File: config.mk
export PLATFORM = sky130hd
export DESIGN_NAME = dmwc_ctrl
export DESIGN_NICKNAME = d
export VERILOG_FILES = /design/src/hdl/dmwc_pkg.sv /design/src/hdl/dmwc_ctrl.sv
export SDC_FILE = /design/constraint.sdc
export NUM_CORES = 1
export LEC_CHECK = 0
export BUFFER_PORTS_ARGS = -buffer_cell sky130_fd_sc_hd__buf_2
export CAP_MARGIN = 5
export CORE_AREA = 3 3 40 42
export DETAILED_ROUTE_END_ITERATION = 10
export DIE_AREA = 0 0 43 45
export PLACE_DENSITY_LB_ADDON = 0.1
export SLEW_MARGIN = 20
export SYNTH_ARGS = -nofsm -noshare
export SYNTH_HDL_FRONTEND = slang
export SYNTH_SLANG_ARGS = --single-unit
File: constraint.sdc
create_clock -name aclk -period 1.05 [get_ports aclk]
set_clock_uncertainty 0.15 [all_clocks]
set_input_delay 0.0525 -clock aclk [delete_from_list [all_inputs] [get_ports aclk]]
set_output_delay 0.0525 -clock aclk [all_outputs]
set_load 0.03 [all_outputs]
File: src/hdl/dmwc_pkg.sv
// shared sizes, command codes and controller/datapath interface types
// for the direct-mapped write-back cache
// no dependencies
package dmwc_pkg;

    // address split: tag | index | offset
    localparam int ADDR_W       = 20;
    localparam int OFF_W        = 4;
    localparam int IDX_W        = 4;
    localparam int TAG_W        = ADDR_W - IDX_W - OFF_W;
    localparam int NUM_LINES    = 1 << IDX_W;
    localparam int LINE_BYTES   = 1 << OFF_W;
    localparam int LINE_W       = LINE_BYTES * 8;
    localparam int ACCESS_BYTES = 4;

    // backing memory lines are addressed by {tag, index}
    localparam int MEM_AW       = TAG_W + IDX_W;
    localparam int MEM_LINES    = 1 << MEM_AW;

    // access command codes
    localparam logic CMD_READ  = 1'b0;
    localparam logic CMD_WRITE = 1'b1;

    typedef logic [7:0] byte_t;

    // controller to datapath
    typedef struct packed {
        logic clr_step;   // zero one backing memory line
        logic load_in;    // capture an input beat
        logic lookup;     // tag compare, victim write-back, fill read
        logic fill;       // install the fetched line
        logic access;     // byte read/write and result load
    } dmwc_cmd_t;

    // datapath to controller
    typedef struct packed {
        logic clr_last;   // clearing pass at its last line
        logic lookup_hit; // captured address hits a valid line
        logic out_free;   // result register can take a beat
    } dmwc_stat_t;

endpackage

File: src/hdl/dmwc_ctrl.sv
// controller state machine of the cache: memory clear, lookup, fill, access
// depends on dmwc_pkg
module dmwc_ctrl (
    input  logic                aclk,
    input  logic                aresetn,
    input  logic                s_valid,
    output logic                s_ready,
    input  dmwc_pkg::dmwc_stat_t stat,
    output dmwc_pkg::dmwc_cmd_t  cmd
);
    import dmwc_pkg::*;

    localparam logic [2:0] ST_CLEAR  = 3'd0;
    localparam logic [2:0] ST_IDLE   = 3'd1;
    localparam logic [2:0] ST_LOOKUP = 3'd2;
    localparam logic [2:0] ST_FILL   = 3'd3;
    localparam logic [2:0] ST_ACCESS = 3'd4;

    logic [2:0] state_reg;
    logic [2:0] state_next;

    // state register
    always_ff @(posedge aclk) begin
        if (!aresetn) begin
            state_reg <= ST_CLEAR;
        end else begin
            state_reg <= state_next;
        end
    end

    assign s_ready = (state_reg == ST_IDLE);

    // next state and commands
    always_comb begin
        state_next = state_reg;
        cmd        = '0;
        case (state_reg)
            ST_CLEAR: begin
                cmd.clr_step = 1'b1;
                if (stat.clr_last) begin
                    state_next = ST_IDLE;
                end
            end
            ST_IDLE: begin
                if (s_valid) begin
                    cmd.load_in = 1'b1;
                    state_next  = ST_LOOKUP;
                end
            end
            ST_LOOKUP: begin
                cmd.lookup = 1'b1;
                state_next = stat.lookup_hit ? ST_ACCESS : ST_FILL;
            end
            ST_FILL: begin
                cmd.fill   = 1'b1;
                state_next = ST_ACCESS;
            end
            ST_ACCESS: begin
                // hold until the result register frees up
                if (stat.out_free) begin
                    cmd.access = 1'b1;
                    state_next = ST_IDLE;
                end
            end
            default: begin
                state_next = ST_IDLE;
            end
        endcase
    end

endmodule

==> results of run 1 <==
## report_power, final
part           internal, W  leakage (nW)  switching [W]
logic             0.000124         0.200       0.000100
registers         0.000121        0.0267      0.0000148
clock network     0.000142        0.0150      0.0000544
total             0.000387         0.242       0.000170
## path summary, 6_finish.rpt
check        slack, ns  cells after the start           end
max              -0.22                      3        cmd[3]
min reg2reg       0.50                      3  state_reg[0]
max reg2reg      -0.09                      4  state_reg[0]
min               0.03                      3  state_reg[0]
## per-stage QoR
stage | cell area, um2 | TNS [ns] | utilization
after detailed placement | 352 | -0.919 | 0.274
after global routing | 517 | -1.78 | 0.402
after global placement | 352 | -0.755 | 0.274
final | 517 | -1.34 | 0.402
after CTS | 475 | -1.36 | 0.370
after floorplan | 255 | -0.393 | -
## routing by layer
layer / wire, um / GRT usage / up-vias
met4: 0 / 0.0181 / 0
li1: - / - / 146
met5: 0 / 0 / -
met1: 277 / 0.0863 / 124
met2: 359 / 0.132 / 6
met3: 44 / 0.0438 / 0
## area by class of cell
class	count	area [um2]
Sequential cell	3	71.3
Timing Repair Buffer	25	208
Inverter	1	3.75
Multi-Input combinational cell	20	189
Clock buffer	4	26.3
Fill cell	140	768
Tap cell	15	18.8
## repair_timing
item,4_1_cts,5_1_grt
hold endpoints to repair,3,0
buffers inserted,4,2
pin swaps,7,2
hold buffers,1,0
endpoints found under the setup margin,9,9
gates resized for setup,20,8
## placed cells by master (no fill, tap or decap), types with 2 or more instances in the layout
cell type  count
nor2_1         2
dfxtp_4        3
buf_2          5
and3b_1        2
buf_6          8
clkbuf_4       3
buf_4         11
a21oi_2        2
## critical path: cells and delay by family (launching register included)
family | cells | cell delay [ns]
buffers and inverters | 1 | 0.12
DFF | 1 | 0.36
and+or+nand+nor | 2 | 0.36
## logic make-up (layout without fill, tap and decap cells)
kind of cell / Yosys count / after routing / share of synthesized area
muxes: 1 / 1 / 0.0417
buffers and inverters: 4 / 30 / 0.141
and+or+nand+nor: 14 / 14 / 0.406
AOI/OAI and AO/OA: 5 / 5 / 0.161
DFF: 3 / 3 / 0.250
==> summary.md, run 1 <==
| Metric | Value |
|---|---|
| Run status | `finished with violations` |
| Failing checks | `negative setup slack` |
| Most common cell in the netlist | `nor2_1` |
| Min Hold Slack | `approximately 0.025 ns` |
| Nets | `60` |
| Critical Path Source Type | `flop` |
| Max VDD drop | `~0.54 mV` |
| Post-DP HPWL | `~490 um` |
| F_max | `788 MHz` |
| CTS tree | `done` |
| Number of sinks on the clock net | `3` |
| Rows | `13` |
| Reg2reg start | `state_reg[2]` |
| Slew margin rel. | `0.861` |
| Synth async-reset ratio | `0` |
| Final wirelength | `681 um` |
| Largest register FFs | `3` |
| Gr ovfl total | `0` |
| Initial DRC Count | `2` |
| Clk buf depth | `2` |
| Seq/Total Area, Yosys | `0.250` |
| Antenna-violating nets left | `0` |
| Max H-tree Level | `1` |
| Initial antenna violation count | `0` |
| Worst setup EP type | `output pin` |
| Yosys top cell by area | `dfxtp_1` |
| Slowest CP cell | `dfxtp_4` |
| Largest net degree at the start of global routing | `9` |
| Worst hold start | `stat[2]` |
| Placer Congestion | `between 0.7 and 0.8` |
| Non-filler cells, final | `68` |
| HP Class | `in -> reg` |
| # placed instances | `57` |
| Synth Net Count | `33` |
| Critical Path AT | `between 1 and 1.5 ns` |
| Synth Register Bits | `3` |
| CORE AREA | `around 1300 um2` |
| Via density | `between 4 and 5` |
| Library cells used by synthesis | `19` |
| DR pass1 iterations | `2` |
| Syn Inst Count | `27` |
| Vias in the first global route | `265` |
| Leakage dissipation | `0.242 nW` |
| Crit path from | `state_reg[2]` |
| Syn_area_per_cell | `approximately 9 um2` |
| Worst slew pin tran | `between 0.2 and 0.25 ns` |
| DP Worst Slack | `-0.170 ns` |
| Synth warn | `0` |
| Number of vias in the routed layout | `276` |
| Hold Violations, Final | `0` |
| Slowest stage delay, CP | `between 0.3 and 0.4 ns` |
| I/O Pins | `12` |
| Ant. Diodes | `0` |
| CP max FO | `6` |
| Power Total | `around 0.00056 W` |
| TritonCTS Buffers | `3` |
| Die height | `~45 um` |
| Synth top area share | `0.250` |
| Commonest register cell after synthesis | `dfxtp_1` |
| Synth top area cells | `dfxtp_1 25%, buf_6 9.4%, and3b_1 7.3%` |
| Max-cap viol count | `0` |
| EDFF count, synth | `0` |
| Max-slew violations | `0` |
| Die width | `approximately 43 um` |
| Req. time, crit path | `0.85 ns` |
| Final period util | `1.21` |
| Clock root buffer | `clkbuf_4` |
| Layout cell share with drive strength beyond 1 | `0.811` |
| Die area | `1940 um2` |
| Initial Util | `0.187` |
| PortBufs | `11` |
| Clk Latency, worst-skew pair | `between 0.2 and 0.25 ns` |
| Synthesized cell area | `240 um2` |
| Global Route Usage Sum | `0.0781` |
| Critical path class | `reg -> out` |
| DR WL/cell | `about 10 um` |
| DR DRC count | `0` |
| Post-layout minimum cycle time | `~1.3 ns` |
| Unrepaired setup endpoints after global routing | `yes` |
| First-pass GRT wire length | `between 1000 and 1500 um` |
| CP Cell Sequence | `nor3b_4, and2_4, buf_6` |
| Final setup fails | `9` |
| Most common library cells after synthesis | `4 x nor2_1, 3 x dfxtp_1, 2 x a21oi_1, 2 x and3b_1, 2 x buf_6` |
| Clk slew on worst S/H paths | `approximately 0.040 ns` |
| Pwr dens | `between 1000 and 1500 nW/um2` |
| Area growth syn-to-layout | `115%` |
| Slack of the critical path | `-0.219 ns` |
No activity file was read; power rests on OpenSTA's default activity.
==> inputs of run 2 (changes only) <==
clock period = 1.28 ns   (was 1.05 ns; I/O delays follow)
==> run 2 against run 1 <==
  * Critical path type unchanged
  * Sequential cell count stayed put
  * Utilization is 9.2 points lower
  * Routed wire length is 13% lower
  * The run still ends with negative setup slack left
  * Non-clock buffer count is 9 lower
  * Global-route usage is 0.50 points lower
  * Worst setup slack better by 0.20 ns
==> summary.md, run 2 (synthesis results as in run 1) <==
| Metric | Value |
|---|---|
| Run status | `finished with violations` |
| Failing checks | `negative setup slack` |
| Most frequent cells in the layout | `7 x buf_2, 5 x buf_4` |
| Final setup TNS | `-0.0159 ns` |
| Worst setup EP type | `output pin` |
| Max-cap viol count | `0` |
| DR pass1 iterations | `1` |
| DP Worst Slack | `approximately 0.050 ns` |
| TritonCTS Buffers | `3` |
| Worst hold start | `stat[0]` |
| Die area | `between 1500 and 2000 um2` |
| Most common cell after layout, fill and taps aside | `buf_2` |
| Unrepaired setup endpoints after global routing | `yes` |
| Global Route Usage Sum | `0.0731` |
| Final wirelength | `592 um` |
| Slew margin rel. | `0.861` |
| F_max | `772 MHz` |
| Critical register-to-register path endpoint | `state_reg[1]` |
| Clock root buffer | `clkbuf_4` |
| Rows | `13` |
| Post-DP HPWL | `423 um` |
| Number of sinks on the clock net | `3` |
| Die height | `~45 um` |
| HP Class | `in -> reg` |
| Final setup fails | `1` |
| Power Total | `roughly 0.0004 W` |
| R2R Setup Slk | `0.14 ns` |
| CORE AREA | `around 1300 um2` |
| Post-layout minimum cycle time | `between 1 and 1.5 ns` |
| Post-route cell area | `between 300 and 400 um2` |
| Largest register FFs | `3` |
| Clk Latency, worst-skew pair | `0.23 ns` |
| Nets | `51` |
| Leakage dissipation | `0.184 nW` |
| Final period util | `1.01` |
| Clk buf depth | `2` |
| PortBufs | `11` |
| Initial DRC Count | `0` |
| I/O Pins | `12` |
| Initial Util | `0.187` |
| Critical Path Source Type | `flop` |
| Ant. Diodes | `0` |
| DP Area | `between 300 and 400 um2` |
| CP max FO | `7` |
| DR DRC count | `0` |
| CTS tree | `done` |
| Die width | `roughly 43 um` |
| Critical Path AT | `around 1.1 ns` |
| Placer Congestion | `~0.68` |
| Max VDD drop | `0.429 mV` |
| DR WL/cell | `roughly 10 um` |
| Hold Violations, Final | `0` |
| Reg2reg start | `state_reg[1]` |
| Max-slew violations | `0` |
| Slowest CP cell | `dfxtp_4` |
| Layout cell share with drive strength beyond 1 | `0.659` |
| Critical path class | `reg -> out` |
| Vias in the first global route | `224` |
| R2R depth | `4` |
| Req. time, crit path | `roughly 1.1 ns` |
| Gr ovfl total | `0` |
| First-pass GRT wire length | `993 um` |
| Area growth syn-to-layout | `66.1%` |
| Pwr dens | `~1000 nW/um2` |
| CP Cell Sequence | `nor3b_4, and2_4, buf_6` |
| Largest net degree at the start of global routing | `8` |
| Worst Hold Depth | `3` |
| Max H-tree Level | `1` |
| Slowest stage delay, CP | `~0.37 ns` |
| Antenna-violating nets left | `0` |
| Slack of the critical path | `-0.0159 ns` |
| Worst slew pin tran | `between 0.2 and 0.25 ns` |
| Hold EP | `state_reg[2]` |
| Initial antenna violation count | `0` |
| Number of vias in the routed layout | `250` |
| Via density | `approximately 4.2` |
| Clk slew on worst S/H paths | `roughly 0.040 ns` |
-- run 2: what timing repair did --
item / 4_1_cts / 5_1_grt
hold buffers: 1 / 0
resized for setup: 12 / 4
pin swaps: 2 / 1
endpoints found under the hold margin: 3 / 0
buffers inserted: 2 / 1
endpoints found under the setup margin: 6 / 5
cloned: 0 / 0
-- run 2: metrics by stage --
| step | utilization | cells | hold slack (ns) |
|---|---|---|---|
| 5_1_grt | 0.311 | 59 | 0.0587 |
| 4_1_cts | 0.298 | 58 | 0.0412 |
| 2_1_floorplan | - | 27 | 0.0315 |
| 3_5_place_dp | 0.237 | 51 | 0.141 |
| 3_3_place_gp | 0.237 | 51 | 0.136 |
| 6_report | 0.311 | 59 | 0.0463 |
-- run 2: cell type report --
cell class	instances	area (um2)
Tap cell	15	18.8
Sequential cell	3	71.3
Inverter	1	3.75
Multi-Input combinational cell	20	163
Timing Repair Buffer	16	116
Clock buffer	4	26.3
Fill cell	150	886
-- run 2: report_power, final --
group          internal, W  leakage [nW]  switching [W]
logic            0.0000607         0.142      0.0000651
registers        0.0000990        0.0267      0.0000133
clock network     0.000117        0.0150      0.0000512
total             0.000277         0.184       0.000130
-- run 2: worst max-delay path, delay by kind of cell, from the launching register on --
family                 cells  cell delay, ns
buffers and inverters      1            0.12
AND/OR/NAND/NOR            2            0.36
flip-flops                 1            0.37
-- run 2: worst max-delay path by stage --
stage,from,end,slack [ns],cells past startpoint
6_report,state_reg[1],cmd[3],-0.02,3
5_1_grt,state_reg[1],cmd[3],-0.08,3
4_1_cts,state_reg[2],cmd[3],-0.02,3
3_5_place_dp,state_reg[1],cmd[0],0.05,3
3_3_place_gp,state_reg[1],cmd[0],0.05,3
2_1_floorplan,state_reg[0],cmd[3],-0.04,3
-- run 2: per-layer routing --
| metal | track usage | routed length [um] | up-vias | part of all wire |
|---|---|---|---|---|
| met4 | 0.0723 | 16 | 0 | 0.027 |
| li1 | - | - | 129 | - |
| met3 | 0.0319 | 54 | 2 | 0.091 |
| met5 | 0 | 0 | - | 0 |
| met2 | 0.0988 | 287 | 9 | 0.48 |
| met1 | 0.0837 | 234 | 110 | 0.40 |
